$ cat config.mk
export PLATFORM = sky130hd
export DESIGN_NAME = ring_buffer_fifo
export DESIGN_NICKNAME = d
export VERILOG_FILES = /design/src/rbf_pkg.sv /design/src/rbf_mem.sv /design/src/rbf_ctrl.sv /design/src/ring_buffer_fifo.sv
export VERILOG_INCLUDE_DIRS = /design/src /design/src/src
export SDC_FILE = /design/constraint.sdc
export NUM_CORES = 1
export LEC_CHECK = 0
export ABC_AREA = 1
export BUFFER_PORTS_ARGS = -buffer_cell sky130_fd_sc_hd__buf_4
export CAP_MARGIN = 20
export CORE_MARGIN = 4
export CORE_UTILIZATION = 32
export CTS_CLUSTER_SIZE = 20
export DETAILED_ROUTE_END_ITERATION = 7
export SLEW_MARGIN = 0
export SYNTH_ARGS = -nofsm -noshare
export SYNTH_HDL_FRONTEND = slang
export SYNTH_HIERARCHICAL = 1
export SYNTH_SLANG_ARGS = --single-unit
$ cat constraint.sdc
create_clock -name clk -period 7.35 [get_ports clk]
set_input_delay 0.3675 -clock clk [delete_from_list [all_inputs] [get_ports clk]]
set_output_delay 0.3675 -clock clk [all_outputs]
set_load 0.1 [all_outputs]
$ cat src/ring_buffer_fifo_defines.svh
// ============================================================================
// Ring buffer FIFO assertion macros
// Concurrent assertion wrappers; they compile to nothing under SYNTHESIS.
// ============================================================================
`ifndef RING_BUFFER_FIFO_DEFINES_SVH
`define RING_BUFFER_FIFO_DEFINES_SVH

`ifndef SYNTHESIS
// Same-cycle implication, sampled on the rising clock, off during reset.
`define RBF_ASSERT_IMP(label, ante, cons) \
  label: assert property (@(posedge clk) disable iff (!rst_n) (ante) |-> (cons)) \
    else $error("ring_buffer_fifo: assertion failed");
// Next-cycle implication, sampled on the rising clock, off during reset.
`define RBF_ASSERT_NXT(label, ante, cons) \
  label: assert property (@(posedge clk) disable iff (!rst_n) (ante) |=> (cons)) \
    else $error("ring_buffer_fifo: assertion failed");
`else
`define RBF_ASSERT_IMP(label, ante, cons)
`define RBF_ASSERT_NXT(label, ante, cons)
`endif

`endif

$ cat src/rbf_pkg.sv
// ============================================================================
// Ring buffer FIFO package
// Command codes, status codes, fixed field widths and the result struct.
// ============================================================================
package rbf_pkg;

  // Fixed widths of the capacity register, run length, occupancy and command fields.
  localparam int CAP_W  = 7;
  localparam int RUN_W  = 7;
  localparam int OCC_W  = 7;
  localparam int CMD_W  = 3;

  // Capacity after reset.
  localparam logic [CAP_W-1:0] CAP_RESET = 7'd64;

  // Command codes.
  localparam logic [CMD_W-1:0] CMD_PUT     = 3'd0;
  localparam logic [CMD_W-1:0] CMD_GET     = 3'd1;
  localparam logic [CMD_W-1:0] CMD_PEEK    = 3'd2;
  localparam logic [CMD_W-1:0] CMD_CLEAR   = 3'd3;
  localparam logic [CMD_W-1:0] CMD_PUT_RUN = 3'd4;

  // Result status codes.
  typedef enum logic [1:0] {
    ST_OK    = 2'd0,
    ST_EMPTY = 2'd1,
    ST_FULL  = 2'd2
  } status_t;

  // Per-item outcome handed from the controller to the output stage.
  typedef struct packed {
    status_t          status;
    logic             rd_ok;
    logic [OCC_W-1:0] occupancy;
  } rbf_res_t;

endpackage

$ cat src/rbf_mem.sv
// ============================================================================
// Ring buffer FIFO store
// Single write port and one registered read port with write-through bypass,
// so the head word is always ready for the controller.
// ============================================================================
module rbf_mem
  import rbf_pkg::*;
#(
  parameter int DEPTH      = 64,
  parameter int DATA_WIDTH = 8,
  localparam int AW        = $clog2(DEPTH)
) (
  input  logic                  clk,
  input  logic                  rst_n,
  input  logic                  we,
  input  logic [AW-1:0]         waddr,
  input  logic [DATA_WIDTH-1:0] wdata,
  input  logic [AW-1:0]         raddr,
  output logic [DATA_WIDTH-1:0] head
);

  logic [DATA_WIDTH-1:0] mem_r [DEPTH];
  logic [DATA_WIDTH-1:0] rdata_r;
  logic [DATA_WIDTH-1:0] byp_data_r;
  logic                  byp_r;

  // Storage array with a registered read of the next head address.
  always_ff @(posedge clk) begin
    if (we) begin
      mem_r[waddr] <= wdata;
    end
    rdata_r <= mem_r[raddr];
  end

  // A write to the address being read this cycle is forwarded.
  always_ff @(posedge clk) begin
    if (!rst_n) begin
      byp_r <= 1'b0;
    end else begin
      byp_r <= we && (waddr == raddr);
    end
    byp_data_r <= wdata;
  end

  assign head = byp_r ? byp_data_r : rdata_r;

endmodule

$ cat src/rbf_ctrl.sv
// ============================================================================
// Ring buffer FIFO controller
// Holds capacity, pointers, entry count and run state, and decodes one
// command per cycle, when stepped, into state updates, a store write and a result.
// ============================================================================
module rbf_ctrl
  import rbf_pkg::*;
#(
  parameter int DEPTH = 64,
  localparam int PW   = $clog2(DEPTH),
  localparam int CW   = $clog2(DEPTH + 1)
) (
  input  logic             clk,
  input  logic             rst_n,
  input  logic             step,
  input  logic [CMD_W-1:0] command,
  input  logic [RUN_W-1:0] run_length,
  input  logic             cfg_wr,
  input  logic [CAP_W-1:0] cfg_capacity,
  output logic             mem_we,
  output logic [PW-1:0]    mem_waddr,
  output logic [PW-1:0]    mem_raddr,
  output rbf_res_t         res
);

  logic [CAP_W-1:0] cap_r, cap_nxt;
  logic [PW-1:0]    rd_ptr_r, rd_ptr_nxt;
  logic [PW-1:0]    wr_ptr_r, wr_ptr_nxt;
  logic [CW-1:0]    count_r, count_nxt;
  logic [RUN_W-1:0] run_rem_r, run_rem_nxt;
  logic             run_rej_r, run_rej_nxt;

  logic [CW-1:0]    eff_cap;
  logic [CW-1:0]    rd_inc, wr_inc;
  logic [PW-1:0]    rd_adv, wr_adv;
  logic             full_c;
  logic [RUN_W-1:0] run_len;
  logic             run_over;
  logic [RUN_W-1:0] rem_cur;
  logic             rej_cur;

  // Capacity saturates at the built depth.
  assign eff_cap = (32'(cap_r) > 32'(DEPTH)) ? CW'(DEPTH) : CW'(cap_r);

  // Pointer advance with wrap at the capacity.
  assign rd_inc = CW'(rd_ptr_r) + CW'(1);
  assign wr_inc = CW'(wr_ptr_r) + CW'(1);
  assign rd_adv = (rd_inc >= eff_cap) ? '0 : PW'(rd_inc);
  assign wr_adv = (wr_inc >= eff_cap) ? '0 : PW'(wr_inc);

  assign full_c = (count_r >= eff_cap);

  // Run start: a zero length counts as one, reject if it cannot all fit.
  assign run_len  = (run_length == '0) ? RUN_W'(1) : run_length;
  assign run_over = (32'(count_r) + 32'(run_len)) > 32'(eff_cap);
  assign rem_cur  = (run_rem_r == '0) ? run_len : run_rem_r;
  assign rej_cur  = (run_rem_r == '0) ? run_over : run_rej_r;

  // Command decode and next-state logic.
  always_comb begin
    cap_nxt     = cap_r;
    rd_ptr_nxt  = rd_ptr_r;
    wr_ptr_nxt  = wr_ptr_r;
    count_nxt   = count_r;
    run_rem_nxt = run_rem_r;
    run_rej_nxt = run_rej_r;
    mem_we      = 1'b0;
    res.status  = ST_OK;
    res.rd_ok   = 1'b0;
    if (cfg_wr) begin
      cap_nxt     = cfg_capacity;
      rd_ptr_nxt  = '0;
      wr_ptr_nxt  = '0;
      count_nxt   = '0;
      run_rem_nxt = '0;
      run_rej_nxt = 1'b0;
    end else if (step) begin
      if (command != CMD_PUT_RUN) begin
        run_rem_nxt = '0;
        run_rej_nxt = 1'b0;
      end
      unique case (command) inside
        CMD_PUT: begin
          if (full_c) begin
            res.status = ST_FULL;
          end else begin
            mem_we     = 1'b1;
            wr_ptr_nxt = wr_adv;
            count_nxt  = count_r + CW'(1);
          end
        end
        CMD_GET, CMD_PEEK: begin
          if (count_r == '0) begin
            res.status = ST_EMPTY;
          end else begin
            res.rd_ok = 1'b1;
            if (command == CMD_GET) begin
              rd_ptr_nxt = rd_adv;
              count_nxt  = count_r - CW'(1);
            end
          end
        end
        CMD_CLEAR: begin
          rd_ptr_nxt = '0;
          wr_ptr_nxt = '0;
          count_nxt  = '0;
        end
        CMD_PUT_RUN: begin
          run_rem_nxt = rem_cur - RUN_W'(1);
          run_rej_nxt = (run_rem_nxt == '0) ? 1'b0 : rej_cur;
          if (rej_cur || full_c) begin
            res.status = ST_FULL;
          end else begin
            mem_we     = 1'b1;
            wr_ptr_nxt = wr_adv;
            count_nxt  = count_r + CW'(1);
          end
        end
        default: begin
          // Unknown command: only the run cancel above applies.
        end
      endcase
    end
    res.occupancy = OCC_W'(count_nxt);
  end

  assign mem_waddr = wr_ptr_r;
  // Read the head for the next cycle; address zero while in reset.
  assign mem_raddr = rst_n ? rd_ptr_nxt : '0;

  // State registers.
  always_ff @(posedge clk) begin
    if (!rst_n) begin
      cap_r     <= CAP_RESET;
      rd_ptr_r  <= '0;
      wr_ptr_r  <= '0;
      count_r   <= '0;
      run_rem_r <= '0;
      run_rej_r <= 1'b0;
    end else begin
      cap_r     <= cap_nxt;
      rd_ptr_r  <= rd_ptr_nxt;
      wr_ptr_r  <= wr_ptr_nxt;
      count_r   <= count_nxt;
      run_rem_r <= run_rem_nxt;
      run_rej_r <= run_rej_nxt;
    end
  end

endmodule

$ cat src/ring_buffer_fifo.sv
// ============================================================================
// Ring buffer FIFO
// Circular FIFO of data words with a programmable capacity and
// all-or-nothing run writes.
// ============================================================================
// Usage: each input item on the in_ channel is one command (put, get, peek,
// clear or one element of a run) and yields exactly one result item on the
// out_ channel with read data, a status code and the occupancy after it.
// The result of an accepted item shows on out_ in the cycle after it is
// accepted. One item is taken per cycle unless a low out_ready holds the
// result register; the count update and the head word, held in a registered
// read of the store with write bypass, both settle before the next item.
// The cfg_ channel writes the capacity and empties the FIFO; write it only
// while no item is in flight. cfg_ready is always high.
// Reset: synchronous on rst_n low; capacity returns to 64, the FIFO is
// empty and no result is pending. Store contents are not cleared.
// Stall: the result register holds while out_ready is low; in_ready stays
// high as long as the result register is empty or being emptied.
// ============================================================================
`include "ring_buffer_fifo_defines.svh"

module ring_buffer_fifo
  import rbf_pkg::*;
#(
  parameter int DEPTH      = 64,
  parameter int DATA_WIDTH = 8
) (
  input  logic                  clk,
  input  logic                  rst_n,
  // Command channel.
  input  logic                  in_valid,
  output logic                  in_ready,
  input  logic [CMD_W-1:0]      in_command,
  input  logic [DATA_WIDTH-1:0] in_data_in,
  input  logic [RUN_W-1:0]      in_run_length,
  // Result channel.
  output logic                  out_valid,
  input  logic                  out_ready,
  output logic [DATA_WIDTH-1:0] out_read_data,
  output logic [1:0]            out_status,
  output logic [OCC_W-1:0]      out_occupancy,
  // Capacity register write.
  input  logic                  cfg_valid,
  output logic                  cfg_ready,
  input  logic [CAP_W-1:0]      cfg_capacity
);

  localparam int PW = $clog2(DEPTH);

  logic                  accept;
  logic                  cfg_wr;
  logic                  mem_we;
  logic [PW-1:0]         mem_waddr;
  logic [PW-1:0]         mem_raddr;
  logic [DATA_WIDTH-1:0] head;
  rbf_res_t              res;

  logic                  out_valid_r;
  logic [DATA_WIDTH-1:0] out_read_data_r;
  status_t               out_status_r;
  logic [OCC_W-1:0]      out_occupancy_r;

  // Handshakes.
  assign in_ready  = !out_valid_r || out_ready;
  assign accept    = in_valid && in_ready;
  assign cfg_ready = 1'b1;
  assign cfg_wr    = cfg_valid && cfg_ready;

  rbf_ctrl #(
    .DEPTH(DEPTH)
  ) u_ctrl (
    .clk         (clk),
    .rst_n       (rst_n),
    .step        (accept),
    .command     (in_command),
    .run_length  (in_run_length),
    .cfg_wr      (cfg_wr),
    .cfg_capacity(cfg_capacity),
    .mem_we      (mem_we),
    .mem_waddr   (mem_waddr),
    .mem_raddr   (mem_raddr),
    .res         (res)
  );

  rbf_mem #(
    .DEPTH     (DEPTH),
    .DATA_WIDTH(DATA_WIDTH)
  ) u_mem (
    .clk  (clk),
    .rst_n(rst_n),
    .we   (mem_we),
    .waddr(mem_waddr),
    .wdata(in_data_in),
    .raddr(mem_raddr),
    .head (head)
  );

  // Result register valid flag.
  always_ff @(posedge clk) begin
    if (!rst_n) begin
      out_valid_r <= 1'b0;
    end else if (accept) begin
      out_valid_r <= 1'b1;
    end else if (out_ready) begin
      out_valid_r <= 1'b0;
    end
  end

  // Result register payload; read data is zero unless a read succeeded.
  always_ff @(posedge clk) begin
    if (accept) begin
      out_read_data_r <= res.rd_ok ? head : '0;
      out_status_r    <= res.status;
      out_occupancy_r <= res.occupancy;
    end
  end

  assign out_valid     = out_valid_r;
  assign out_read_data = out_read_data_r;
  assign out_status    = out_status_r;
  assign out_occupancy = out_occupancy_r;

  // Every accepted item leaves a result in the output register.
  `RBF_ASSERT_NXT(a_accept_gives_result, accept, out_valid_r)
  // An empty answer only comes from a FIFO holding nothing, with no data.
  `RBF_ASSERT_IMP(a_empty_is_zero, out_valid_r && out_status_r == ST_EMPTY,
                  out_occupancy_r == '0 && out_read_data_r == '0)
  // A rejected write never carries read data.
  `RBF_ASSERT_IMP(a_full_no_data, out_valid_r && out_status_r == ST_FULL,
                  out_read_data_r == '0)

endmodule

### Yosys cells after proc, flatten, opt, wreduce, memory -nomap -nowiden

Memories as Yosys holds them, arrays and structs flattened. A register that Yosys moved wholly into a read port is not among the register bits.
Index checks and enable logic that the tools add are counted.

| operators by class | value |
|---|---|
| add/sub/neg operators | 6 |
| order comparisons | 5 |
| equal/unequal tests | 8 |
| mux-type cells | 45 |
| bitwise operators | 2 |
| reductions and logical operators | 18 |

Operator list:

| kind | number |
|---|---|
| two-way mux 7 bit | 11 |
| two-way mux 6 bit | 9 |
| > comparator 32 x 7 -> 1 bit | 1 |
| zero test 7 bit | 4 |
| one-hot mux 7 bit (4 select lines) | 1 |
| greater-or-equal comparator 7 bit | 3 |
| one-hot mux 6 bit (3 select lines) | 1 |
| two-way mux 1 bit | 17 |
| adder 6 x 1 -> 7 bit, second input constant | 2 |
| subtractor 7 x 1 -> 7 bit, second input constant | 2 |
| one-hot mux 6 bit (2 select lines) | 1 |
| adder 7 x 7 -> 8 bit | 1 |
| two-way mux 8 bit | 1 |
| adder 7 x 1 -> 7 bit, second input constant | 1 |
| > comparator 7 bit, second input constant | 1 |
| equality test 3 x 2 -> 1 bit, second input constant | 2 |
| equality test 6 bit | 1 |
| one-hot mux 2 bit (3 select lines) | 1 |
| OR reduction 2 bit | 3 |
| two-way mux 2 bit | 2 |
| inequality test 2 bit, second input constant | 2 |
| AND reduction 4 bit | 1 |
| nonzero test 2 bit | 2 |
| equality test 3 x 1 -> 1 bit, second input constant | 1 |
| other kinds (10) | 13 |

| storage, ports and cells | value |
|---|---|
| flip-flop bits (word level) | 61 |
| RAM bits | 512 |
| input port bits | 30 |
| output and inout bits | 20 |
| word-level logic and storage cells | 97 |
| memories kept | 1 |

Memory list:

| name | depth | bits a word | read ports | clocked after Yosys merged registers in | wr ports | line | source |
|---|---|---|---|---|---|---|---|
| u_mem.mem_r | 64 | 8 | 1 | 1 | 1 | rbf_mem.sv:22 | `logic [DATA_WIDTH-1:0] mem_r [DEPTH];` |

### Logic depth before layout (Yosys ltp)

Gate-level depths: netlist of run 1.

| depth | value |
|---|---|
| word-level depth | 12 |
| depth in mapped cells | 27 |

### Modules after synthesis

The synthesis of run 1 kept the hierarchy.

Modules (own cells, without submodules):

| module | instances | cells an instance | area each (sq um) | seq. area each (sq um) |
|---|---|---|---|---|
| rbf_mem | 1 | 1835 | 21638.3 | 15715.1 |
| rbf_ctrl | 1 | 535 | 3384.5 | 680.7 |
| ring_buffer_fifo | 1 | 43 | 631.9 | 530.5 |

### Worst setup path after synthesis of run 1

No wires, ideal clock.

| timing | value |
|---|---|
| path kind | input port to flip-flop |
| from | in in_run_length[2] |
| to | mem u_mem.mem_r[48][0], enable pin |
| data arrival time | 4302 ps |
| path slack | 2653 ps |
| stages | 24 |
| buffers on the path | 1 |
| cells stage by stage | nor2_1 -> nand3_1 -> nand2_1 -> ha_1 -> fa_1 -> a21o_1 -> a21oi_1 -> nor2_1 -> o21ai_0 -> nand2_1 -> xor2_1 -> ha_1 -> nand2_1 -> nand2_1 -> nand2_1 -> nand2_1 -> nor2_1 -> nand2_1 -> nand3_4 -> nand2_8 -> nor3_1 -> clkbuf_1 -> nand4_1 -> nor4_1 |

| between the ends | value |
|---|---|
| word-level cells in the longest chain between the ends | 12 |

Ends and longest elaborated chain:

| element | line | source |
|---|---|---|
| start: declaration | ring_buffer_fifo.sv:35 | `input logic [RUN_W-1:0] in_run_length,` |
| zero test 7 bit | rbf_ctrl.sv:54 | `assign run_len = (run_length == '0) ? RUN_W'(1) : run_length;` |
| two-way mux 7 bit * | rbf_ctrl.sv:54 |  |
| adder 7 x 7 -> 8 bit * | rbf_ctrl.sv:55 | `assign run_over = (32'(count_r) + 32'(run_len)) > 32'(eff_cap);` |
| > comparator 32 x 7 -> 1 bit * | rbf_ctrl.sv:55 |  |
| two-way mux 1 bit * | rbf_ctrl.sv:57 | `assign rej_cur = (run_rem_r == '0) ? run_over : run_rej_r;` |
| logical OR 1 bit * | rbf_ctrl.sv:111 | `if (rej_cur \|\| full_c) begin` |
| two-way mux 1 bit * | rbf_ctrl.sv:111 |  |
| one-hot mux 1 bit (2 select lines) * | rbf_ctrl.sv:82 | `unique case (command) inside` |
| two-way mux 1 bit * | rbf_ctrl.sv:77 | `end else if (step) begin` |
| two-way mux 1 bit * | rbf_ctrl.sv:70 | `if (cfg_wr) begin` |
| net mem_we | ring_buffer_fifo.sv:52 | `logic mem_we;` |
| two-way mux 1 bit * | rbf_mem.sv:29 | `if (we) begin` |
| two-way mux 1 bit (not written as such) * | rbf_mem.sv:30 | `mem_r[waddr] <= wdata;` |
| end: declaration | rbf_mem.sv:22 |  |

The timed path passes the listed nets; every way through them passes the cells marked *.

### Worst setup path after layout of run 1

| timing | value |
|---|---|
| from | reg u_ctrl.count_r[0] |
| to | mem u_mem.mem_r[45][5], enable pin |

| between the ends | value |
|---|---|
| word-level cells in the longest chain between the ends | 10 |

Ends and longest elaborated chain:

| element | line | source |
|---|---|---|
| start: declaration | rbf_ctrl.sv:29 | `logic [CW-1:0] count_r, count_nxt;` |
| start signal: assignment | rbf_ctrl.sv:144 | `count_r <= count_nxt;` |
| adder 7 x 7 -> 8 bit | rbf_ctrl.sv:55 |  |
| > comparator 32 x 7 -> 1 bit | rbf_ctrl.sv:55 |  |
| two-way mux 1 bit | rbf_ctrl.sv:57 |  |
| logical OR 1 bit | rbf_ctrl.sv:111 |  |
| two-way mux 1 bit | rbf_ctrl.sv:111 |  |
| one-hot mux 1 bit (2 select lines) * | rbf_ctrl.sv:82 |  |
| two-way mux 1 bit * | rbf_ctrl.sv:77 |  |
| two-way mux 1 bit * | rbf_ctrl.sv:70 |  |
| net mem_we | ring_buffer_fifo.sv:52 |  |
| two-way mux 1 bit * | rbf_mem.sv:29 |  |
| two-way mux 1 bit (not written as such) * | rbf_mem.sv:30 |  |

Marks and branches as above.

==> impl_metrics.yaml, run 1 <==
detailed_routing:
  first_iter_violations: 1784
  dr.pass1.iters: 6
  drc: 0
  final_antenna_net_count: 0
  routed_wl_um: 66970
  via_per_inst: 4.978
  vias: 17564
  routedWlPerCell_um: 18.98
critical_path:
  slowest_stage: "nor2_1"
  cp_common_cell: "nand2_1"
  path_cells: "ha_1 > fa_1 > a21o_1 > a21oi_1 > nor2_1 > o21ai_0 > nand2_1 > xor2_1 > ha_1 > nand2_1 > nand2_1 > nand2_1 > nand2_1 > nor2_1 > nand2_1 > nand3_4 > nand2_8 > nor3_1 > buf_4 > nand4_1 > nor2_1"
  path_class: "flip-flop to flip-flop"
  critPathRequiredTime_ps: 7580
  cp_max_fo: 10
  worstPathArrival_ps: 5430
  start_kind: "flip-flop"
  end_kind: "flip-flop"
  crit_path_max_incr_delay_ps: 880
clock_tree:
  clk_path_buf_depth: 3
  worstSkewPairLatency_ps: 650
  cts_tree: "done"
  cts_setup_buffers: 0
  cts_root_buffer: "clkbuf_16"
  cts_buffers: 58
  clock_sinks: 581
  h-tree-depth: 2
  path_clk_slew_ps: 60
place:
  place_congestion: 0.8646
  dp.cells: 3412
  hpwl_um: 39280
  port_buffers: 48
  placed_area_sq_um: 26770
  dp_slack_ps: 1838
final_layout:
  post-route-util_pct: 36.40
  layout_commonest_cell: "nand2_1"
  final_cell_mix: "784 x nand2_1, 529 x edfxtp_1, 476 x nand3_1"
  nFillCells: 7788
  fin_cells: 3528
  fin_nets: 2502
  area_growth_syn_to_layout_pct: 12.47
  drive_gt1_share_pct: 8.034
  design_area_sq_um: 28850
global_routing:
  grt_pass1_vias: 16901
  grt_max_degree: 123
  grt_overflow: 0
  grt_pass1_wl_um: 101600
  grt_use_total_pct: 15.31
  antenna_found_initial: 2
synthesis:
  synth_fp_nets: 2485
  syn-instance-count: 2413
  async_flop_share_pct: 0
  syn_area_per_cell_sq_um: 10.63
  synth-edff-count: 529
  synthDistinctLibCells: 47
  syn_area_sq_um: 25650
  synth_warnings: 6
  seq_area_frac_synth_pct: 65.98
  ys_top_cells_by_area: "edfxtp_1 62%, nand2_1 11%, nand3_1 9.3%"
  ys_ff_latch: 581
  synth_top_area_share_pct: 61.92
  synth-main-ff-cell: "edfxtp_1"
  synth_top_area_cell: "edfxtp_1"
run:
  drv_cap: 0
timing:
  fin_crit_sh_pct: 70.84
  tns_ps: 0
  holdWs_ps: 61.18
  setup_viol: 0
  max-slew-margin-rel_pct: 31.37
  finalMaxSlewViolations: 0
  rsz0062_at_grt: "false"
  hold_viol_final: 0
  fin_crit_ps: 5206
  worst_slew_pin_slew_ps: 1022
  fmax_mhz: 192.1
  setup_ws_ps: 2144
  skew_ps: 62.73
floorplanning:
  die_x_um: 291.1
  std_cell_rows: 103
  die_y_um: 291.1
  ios: 50
  start_util_pct: 32.37
  die_area_sq_um: 84770
  coreArea_sq_um: 79260
pwr:
  leakagePower_nw: 10.67
  total_power_mw: 7.101
  peakVddDrop_uv: 180.1
  power_density_nw_per_um2: 246.1
hold_path:
  holdCritPathClass: "input pin to flip-flop"
status:
  status: "complete, no violations"
## final cells by class
type	instances	area (sq um)	area share [%]
inverters	104	397.9	1.379
clock inverters	36	473.0	1.639
repair buffers	85	675.6	2.342
well taps	1050	1314	4.553
flip-flops and latches	581	16930	58.66
diodes	1	2.502	0.008673
multi-input cells	1600	7553	26.18
clock buffers	71	1510	5.234
## cells in the mapped netlist (7+ instances only)
library cell	instances
nor2_1	119
nor4_1	8
a21oi_1	42
dfxtp_1	52
o21ai_0	20
buf_6	23
buf_1	7
ha_1	41
xor2_1	19
nand4_1	30
clkbuf_1	27
buf_2	47
nand3_1	476
edfxtp_1	529
inv_1	96
mux2_2	8
nand2_1	784
buf_4	22
## kinds of logic after synthesis
| family | Yosys count | synth area share, % |
|---|---|---|
| buffers and inverters | 232 | 4.755 |
| flip-flops | 581 | 65.98 |
| adder cells (fa/ha/maj) | 42 | 2.078 |
| multiplexers | 8 | 0.3512 |
| other | 1 | 0.01462 |
| AND/OR/NAND/NOR | 1442 | 24.25 |
| XOR/XNOR | 22 | 0.7511 |
| AO/OA/AOI/OAI | 85 | 1.824 |
## critical path, delay by kind of cell, from the launching register on
| kind | cells | cell delay [ps] |
|---|---|---|
| buffers and inverters | 1 | 210 |
| adder cells (fa/ha/maj) | 3 | 960 |
| AND/OR/NAND/NOR | 13 | 2600 |
| XOR/XNOR | 1 | 150 |
| flip-flops | 1 | 380 |
| AO/OA/AOI/OAI | 3 | 530 |
## registers in the layout (all words and copies together) (netlist names)
| signal | flops |
|---|---|
| u_ctrl/run_rej_r | 1 |
| u_ctrl/cap_r | 7 |
| u_ctrl/rd_ptr_r | 6 |
| out_status | 2 |
| u_mem/mem_r | 512 |
| out_occupancy | 7 |
| out_valid | 1 |
| out_read_data | 8 |
| u_ctrl/mem_waddr | 6 |
| u_mem/rdata_r | 8 |
| u_ctrl/run_rem_r | 7 |
| u_ctrl/count_r | 7 |
| u_mem/byp_data_r | 8 |
| u_mem/byp_r | 1 |
## what timing repair did
item	in CTS	in global routing
hold buffers	7	0
resized for setup	0	0
hold endpoints to repair	7	0
## final timing paths
check                                    startpoint                   to  cells after the start  slack (ps)
worst max-delay path              u_ctrl/count_r[0]   u_mem/mem_r[45][5]                     21        2140
worst min register to register  u_ctrl/run_rem_r[1]  u_ctrl/run_rem_r[1]                      2         460
worst min-delay path                       in_valid            out_valid                      3          60
worst max register to register    u_ctrl/count_r[0]   u_mem/mem_r[45][5]                     21        2140
## power by group
| part | switching, mW | leakage, nW | internal [mW] |
|---|---|---|---|
| combinational | 0.324 | 4.52 | 0.109 |
| clock | 1.28 | 0.950 | 1.76 |
| sequential | 0.0119 | 5.20 | 3.62 |
## metal layers
metal | GRT usage, % | routed length [um] | up-vias
met3 | 2.770 | 4574 | 105
met5 | 0 | 25 | -
met1 | 21.03 | 28950 | 8490
li1 | - | - | 8386
met4 | 5.025 | 1969 | 4
met2 | 24.60 | 31450 | 579
Power figures use the tool's default switching activity.
==> run 2: changes to the inputs <==
==> constraint.sdc (replaced) <==
create_clock -name clk -period 4.9 [get_ports clk]
set_input_delay 0.245 -clock clk [delete_from_list [all_inputs] [get_ports clk]]
set_output_delay 0.245 -clock clk [all_outputs]
set_load 0.1 [all_outputs]
==> run 2 against run 1 <==
Hold slack worse by 11 ps. Sequential power up 50%. Critical endpoint is now u_mem/mem_r[50][1]. Clock skew down 6.8 ps. Sequential cell count unchanged. Fmax up 21%. Clock power up 41%. Setup slack worse by 1600 ps. Cell count up 2.5%. Core utilization up 0.85 points. Global-route usage up 0.33 points. Sequential share of layout area down 1.3 points.
==> impl_metrics.yaml, run 2 (synthesized netlist as in run 1, its figures left out) <==
status:
  status: "complete, no violations"
clock_tree:
  clk_path_buf_depth: 3
  worstSkewPairLatency_ps: 650
  cts_tree: "done"
  h-tree-depth: 2
  cts_buffers: 56
  clock_sinks: 581
  cts_root_buffer: "clkbuf_16"
  path_clk_slew_ps: 60
place:
  port_buffers: 48
  placed_area_sq_um: 27510
  hpwl_um: 40440
  place_congestion: 0.8630
floorplanning:
  ios: 50
  die_x_um: 291.1
  coreArea_sq_um: 79260
  std_cell_rows: 103
  die_area_sq_um: 84770
  start_util_pct: 32.37
  die_y_um: 291.1
critical_path:
  cp_max_fo: 10
  slowest_stage: "fa_1"
  cp_top_family: "simple AND/OR/NAND/NOR gates"
  end_kind: "flip-flop"
  critPathBufInv: 3
  reg2reg_slack_ps: 590
  crit_path_max_incr_delay_ps: 400
  critPathRequiredTime_ps: 5220
  cp_common_cell: "nand2_1"
  path_cells: "ha_1 > fa_1 > a21o_1 > a21oi_1 > nor2_1 > o21ai_0 > nand2_1 > xor2_1 > ha_1 > nand2_1 > nand2_1 > nand2_1 > nand2_1 > nor2_1 > nand2_1 > nand3_4 > nand2_8 > nor3_1 > buf_4 > nand4_1 > buf_4 > nor4_1 > buf_4"
  path_class: "flip-flop to flip-flop"
  start_kind: "flip-flop"
  worstPathArrival_ps: 4630
detailed_routing:
  drc: 0
  routed_wl_um: 68270
  final_antenna_net_count: 0
  dr.pass1.iters: 5
  via_per_inst: 4.965
  vias: 17948
  first_iter_violations: 1719
  routedWlPerCell_um: 18.89
global_routing:
  grt_use_total_pct: 15.64
  busiest_layer: "met2"
  met3_usage_pct: 2.098
  met1_usage_pct: 21.73
  grt_pass1_vias: 17232
  grt_overflow: 0
  grt_pass1_wl_um: 103900
  antenna_found_initial: 0
  grt_max_degree: 132
  use_met2_pct: 25.27
pwr:
  clkPwrFrac_pct: 41.2
  sw_frac_of_total_pct: 23.05
  p_seq_share_pct: 52.3
  pwr-share-comb_pct: 6.6
  p_switching_mw: 2.399
  leakagePower_nw: 11.12
  intPower_mw: 8.009
  power_density_nw_per_um2: 352.6
  peakVddDrop_uv: 296.0
final_layout:
  largest-register: "u_mem/mem_r"
  multi_input_area_sq_um: 7553
  drive_gt1_share_pct: 10.72
  nFillCells: 7803
  layout_commonest_cell: "nand2_1"
  final_cell_mix: "784 x nand2_1, 529 x edfxtp_1, 476 x nand3_1"
  n_antenna_cell: 0
  largest_register_ffs: 512
  area_growth_syn_to_layout_pct: 15.08
  fin_nets: 2591
  design_area_sq_um: 29520
  layout.area.seq_sq_um: 16930
timing:
  worst_slew_pin_slew_ps: 1013
  holdWs_ps: 49.95
  skew_ps: 55.95
  max-slew-margin-rel_pct: 32.44
  tns_ps: 0
  finalMaxSlewViolations: 0
  setup_viol: 0
  fmax_mhz: 231.8
  rsz0062_at_grt: "false"
  fin_crit_sh_pct: 88.04
  hold_viol_final: 0
  fin_crit_ps: 4314
hold_path:
  holdCritPathClass: "input pin to flip-flop"
run:
  drv_cap: 0
## run 2: cell count changes in the layout (fill, tap and decap cells not counted), sizes merged
cell / previous run / this run
bufinv: 8 / 4
clkinvlp: 4 / 2
clkinv: 27 / 32
dlygate4sd3: 7 / 17
clkbuf: 71 / 68
inv: 101 / 102
diode: 1 / 0
buf: 78 / 159
## run 2: worst register-to-register path, cell delays in order (launching register included)
cell	delay, ps
dfxtp_1	380
ha_1	250
fa_1	400
a21o_1	190
a21oi_1	190
nor2_1	60
o21ai_0	140
nand2_1	80
xor2_1	140
ha_1	310
nand2_1	70
nand2_1	60
nand2_1	60
nand2_1	50
nor2_1	80
nand2_1	110
nand3_4	140
nand2_8	110
nor3_1	170
buf_4	230
nand4_1	120
buf_4	200
nor4_1	230
buf_4	240
## run 2: worst paths after layout
check / startpoint / endpoint / cells after the start
max: u_ctrl/count_r[0] / u_mem/mem_r[50][1] / 23
min: cfg_valid / out_occupancy[6] / 2
max reg2reg: u_ctrl/count_r[0] / u_mem/mem_r[50][1] / 23
min reg2reg: u_ctrl/run_rej_r / u_ctrl/run_rej_r / 2
## run 2: area by class of cell
type / instances / share of cell area, %
clock buffer: 68 / 5.069
clock inverter: 36 / 1.174
inverter: 104 / 1.348
multi-input combinational: 1600 / 25.58
sequential: 581 / 57.33
tap: 1050 / 4.450
timing repair buffer: 176 / 5.043
## run 2: per-stage QoR
stage	power (mW)	setup slack (ps)	utilization, %	cells
floorplan	5.967	325.4	-	2413
global placement	6.212	473.4	34.71	3494
detailed placement	6.214	449.7	34.71	3494
CTS	10.50	620.9	37.25	3615
global route	10.76	237.1	37.25	3615
finish	10.41	586.2	37.25	3615
## run 2: power by group through the flow
stage | sequential (mW) | combinational [mW] | clock (mW)
final | 5.44 | 0.683 | 4.29
after global routing | 5.44 | 0.750 | 4.57
after CTS | 5.44 | 0.682 | 4.37
after detailed placement | 5.55 | 0.669 | 0
after global placement | 5.55 | 0.667 | 0
after floorplan | 5.61 | 0.361 | 0
## run 2: layer usage
metal,part of all wire [%],routed length (um)
met1,44,30290
met2,47,31780
met3,6.0,4090
met4,3.1,2106
met5,0,0
## run 2: timing repair
item                                    4_1_cts  5_1_grt
buffers inserted                              0        0
hold buffers                                 17        0
endpoints found under the setup margin        0        0
endpoints found under the hold margin         8        0
gates resized for setup                       0        0
==> run 3: changes to the inputs <==
--- a/config.mk
+++ b/config.mk
@@ -6,7 +6,6 @@
 export SDC_FILE = /design/constraint.sdc
 export NUM_CORES = 1
 export LEC_CHECK = 0
-export ABC_AREA = 1
 export BUFFER_PORTS_ARGS = -buffer_cell sky130_fd_sc_hd__buf_4
 export CAP_MARGIN = 20
 export CORE_MARGIN = 4
==> run 3 against run 2 <==
Sequential share of layout area rose by 2.4 points. Count of clock-buffer cells in the layout fell by 1. Non-clock buffer count rose by 8. Via count fell by 26%. Critical path depth fell by 3. Setup slack got worse by 310 ps. Synthesized cell count fell by 43%. Hold slack improved by 18 ps. Die area fell by 5.7%. Core utilization rose by 0.73 points. Global-route usage fell by 1.1 points.
==> impl_metrics.yaml, run 3 <==
global_routing:
  grt_pass1_wl_um: 87370
  grt_max_degree: 66
  grt_use_total_pct: 14.57
  grt_pass1_vias: 13571
  antenna_found_initial: 2
  grt_overflow: 0
floorplanning:
  ios: 50
  coreArea_sq_um: 74570
  std_cell_rows: 100
  die_area_sq_um: 79920
  die_x_um: 282.7
  start_util_pct: 32.38
  die_y_um: 282.7
synthesis:
  syn-instance-count: 1378
  ys_top_cells_by_area: "edfxtp_1 66%, mux4_2 11%, dfxtp_1 4.3%"
  syn_area_sq_um: 24150
  synthDistinctLibCells: 79
  seq_area_frac_synth_pct: 70.10
  synth.most_common_cell: "edfxtp_1"
  synth-edff-count: 529
  synth_top_area_share_pct: 65.79
  synth_fp_nets: 1450
  async_flop_share_pct: 0
  synth_top_area_cell: "edfxtp_1"
  netlist_top_cells_count: "529 x edfxtp_1, 117 x mux4_2, 113 x nor2_1"
  syn_area_per_cell_sq_um: 17.52
  synth_warnings: 6
  synth-main-ff-cell: "edfxtp_1"
  ys_ff_latch: 581
clock_tree:
  cts_tree: "done"
  cts_buffers: 55
  h-tree-depth: 2
  path_clk_slew_ps: 60
  worstSkewPairLatency_ps: 610
  clock_sinks: 581
  clk_path_buf_depth: 3
  cts_root_buffer: "clkbuf_16"
detailed_routing:
  first_iter_violations: 1354
  dr.pass1.iters: 5
  final_antenna_net_count: 0
  via_per_inst: 5.178
  routedWlPerCell_um: 22.94
  vias: 13245
  drc: 0
  routed_wl_um: 58670
critical_path:
  critPathRequiredTime_ps: 5220
  path_class: "flip-flop to flip-flop"
  cp_common_cell: "buf_4"
  start_kind: "flip-flop"
  path_cells: "ha_1 > fa_1 > a21o_1 > a21oi_2 > o21bai_1 > a21oi_1 > xnor2_1 > ha_1 > and3_1 > o2111ai_1 > a31oi_1 > o31a_1 > nor4_4 > buf_6 > nor2b_1 > buf_4 > nand2_1 > buf_4 > nor2_1 > buf_4"
  worstPathArrival_ps: 4940
  cp_top_family: "compound AO/OA/AOI/OAI gates"
  critPathBufInv: 4
  crit_path_max_incr_delay_ps: 410
  slowest_stage: "fa_1"
  cp_max_fo: 8
  end_kind: "flip-flop"
final_layout:
  post-route-util_pct: 37.98
  design_area_sq_um: 28330
  n_antenna_cell: 0
  nFillCells: 6743
  final_cell_mix: "529 x edfxtp_1, 154 x buf_4, 117 x mux4_2"
  fin_nets: 1620
  largest-register: "u_mem/mem_r"
  layout_commonest_cell: "edfxtp_1"
  largest_register_ffs: 512
  drive_gt1_share_pct: 24.67
  area_growth_syn_to_layout_pct: 17.31
place:
  port_buffers: 48
  place_congestion: 0.8330
  dp_slack_ps: -107.3
  hpwl_um: 37760
  placed_area_sq_um: 26360
timing:
  hold_viol_final: 0
  skew_ps: 32.08
  max-slew-margin-rel_pct: 42.51
  setup_ws_ps: 274.4
  fin_crit_ps: 4626
  fmax_mhz: 216.2
  finalMaxSlewViolations: 0
  tns_ps: 0
  worst_slew_pin_slew_ps: 862.4
  setup_viol: 0
  fin_crit_sh_pct: 94.40
hold_path:
  holdCritPathClass: "input pin to flip-flop"
run:
  drv_cap: 0
pwr:
  total_power_mw: 9.873
  peakVddDrop_uv: 253.0
  power_density_nw_per_um2: 348.6
  leakagePower_nw: 9.195
status:
  status: "complete, no violations"
## run 3: cell count changes in the layout (fill, tap and decap cells not counted), sizes merged, moves of 25 or more
cell   previous run  this run
nand2           787        50
nand4            30         4
mux4              0       135
nor2b             0        25
o22ai             3        40
inv             102        19
nand3           478        23
## run 3: cell type report
class | count | area [sq um] | share of cell area, %
flip-flops and latches | 581 | 16930 | 59.76
multi-input cells | 708 | 6800 | 24.01
repair buffers | 184 | 1590 | 5.614
clock buffers | 67 | 1421 | 5.018
well taps | 969 | 1212 | 4.280
clock inverters | 31 | 307.8 | 1.087
inverters | 18 | 67.56 | 0.2385
## run 3: cell families after synthesis
group | share of synthesized area, %
buf+inv | 1.948
mux | 13.62
fa+ha+maj | 2.207
other cells | 0.01553
compound gates | 4.876
flops | 70.10
xor+xnor | 0.7979
simple gates | 6.441
## run 3: power breakdown
group	total (mW)	leakage [nW]	internal (mW)	switching, mW
clock network	4.12	0.841	2.33	1.80
registers	5.43	5.20	5.42	0.00836
logic	0.323	3.15	0.0856	0.237
total	9.87	9.19	7.83	2.04
## run 3: metrics by stage
| stage | cells | hold WS, ps |
|---|---|---|
| 3_5_place_dp | 2442 | 473.4 |
| 4_1_cts | 2557 | 28.28 |
| 6_report | 2558 | 68.36 |
| 3_3_place_gp | 2442 | 480.5 |
| 5_1_grt | 2558 | 61.01 |
| 2_1_floorplan | 1378 | 272.7 |
## run 3: path summary, 6_finish.rpt
path                        endpoint  slack (ps)               from  depth (start not counted)
hold reg to reg     u_ctrl/run_rej_r         550   u_ctrl/run_rej_r                          2
setup reg to reg  u_mem/mem_r[10][0]         270  u_ctrl/count_r[0]                         20
setup / recovery  u_mem/mem_r[10][0]         270  u_ctrl/count_r[0]                         20
hold / removal      out_occupancy[4]          70          cfg_valid                          2
## run 3: repair_timing
action / in CTS / in global routing
endpoints found under the hold margin: 9 / 0
hold buffers: 17 / 0
gates resized for setup: 0 / 6
buffers inserted: 0 / 0
setup endpoints to repair: 0 / 250
## run 3: layer usage
metal	up-vias	global-route usage [%]	wire length [um]	part of all wire (%)
met3	92	2.682	3309	5.6
met1	6877	19.18	24600	42
met5	-	0	0	0
li1	5889	-	-	-
met4	0	3.988	1481	2.5
met2	387	24.98	29280	50
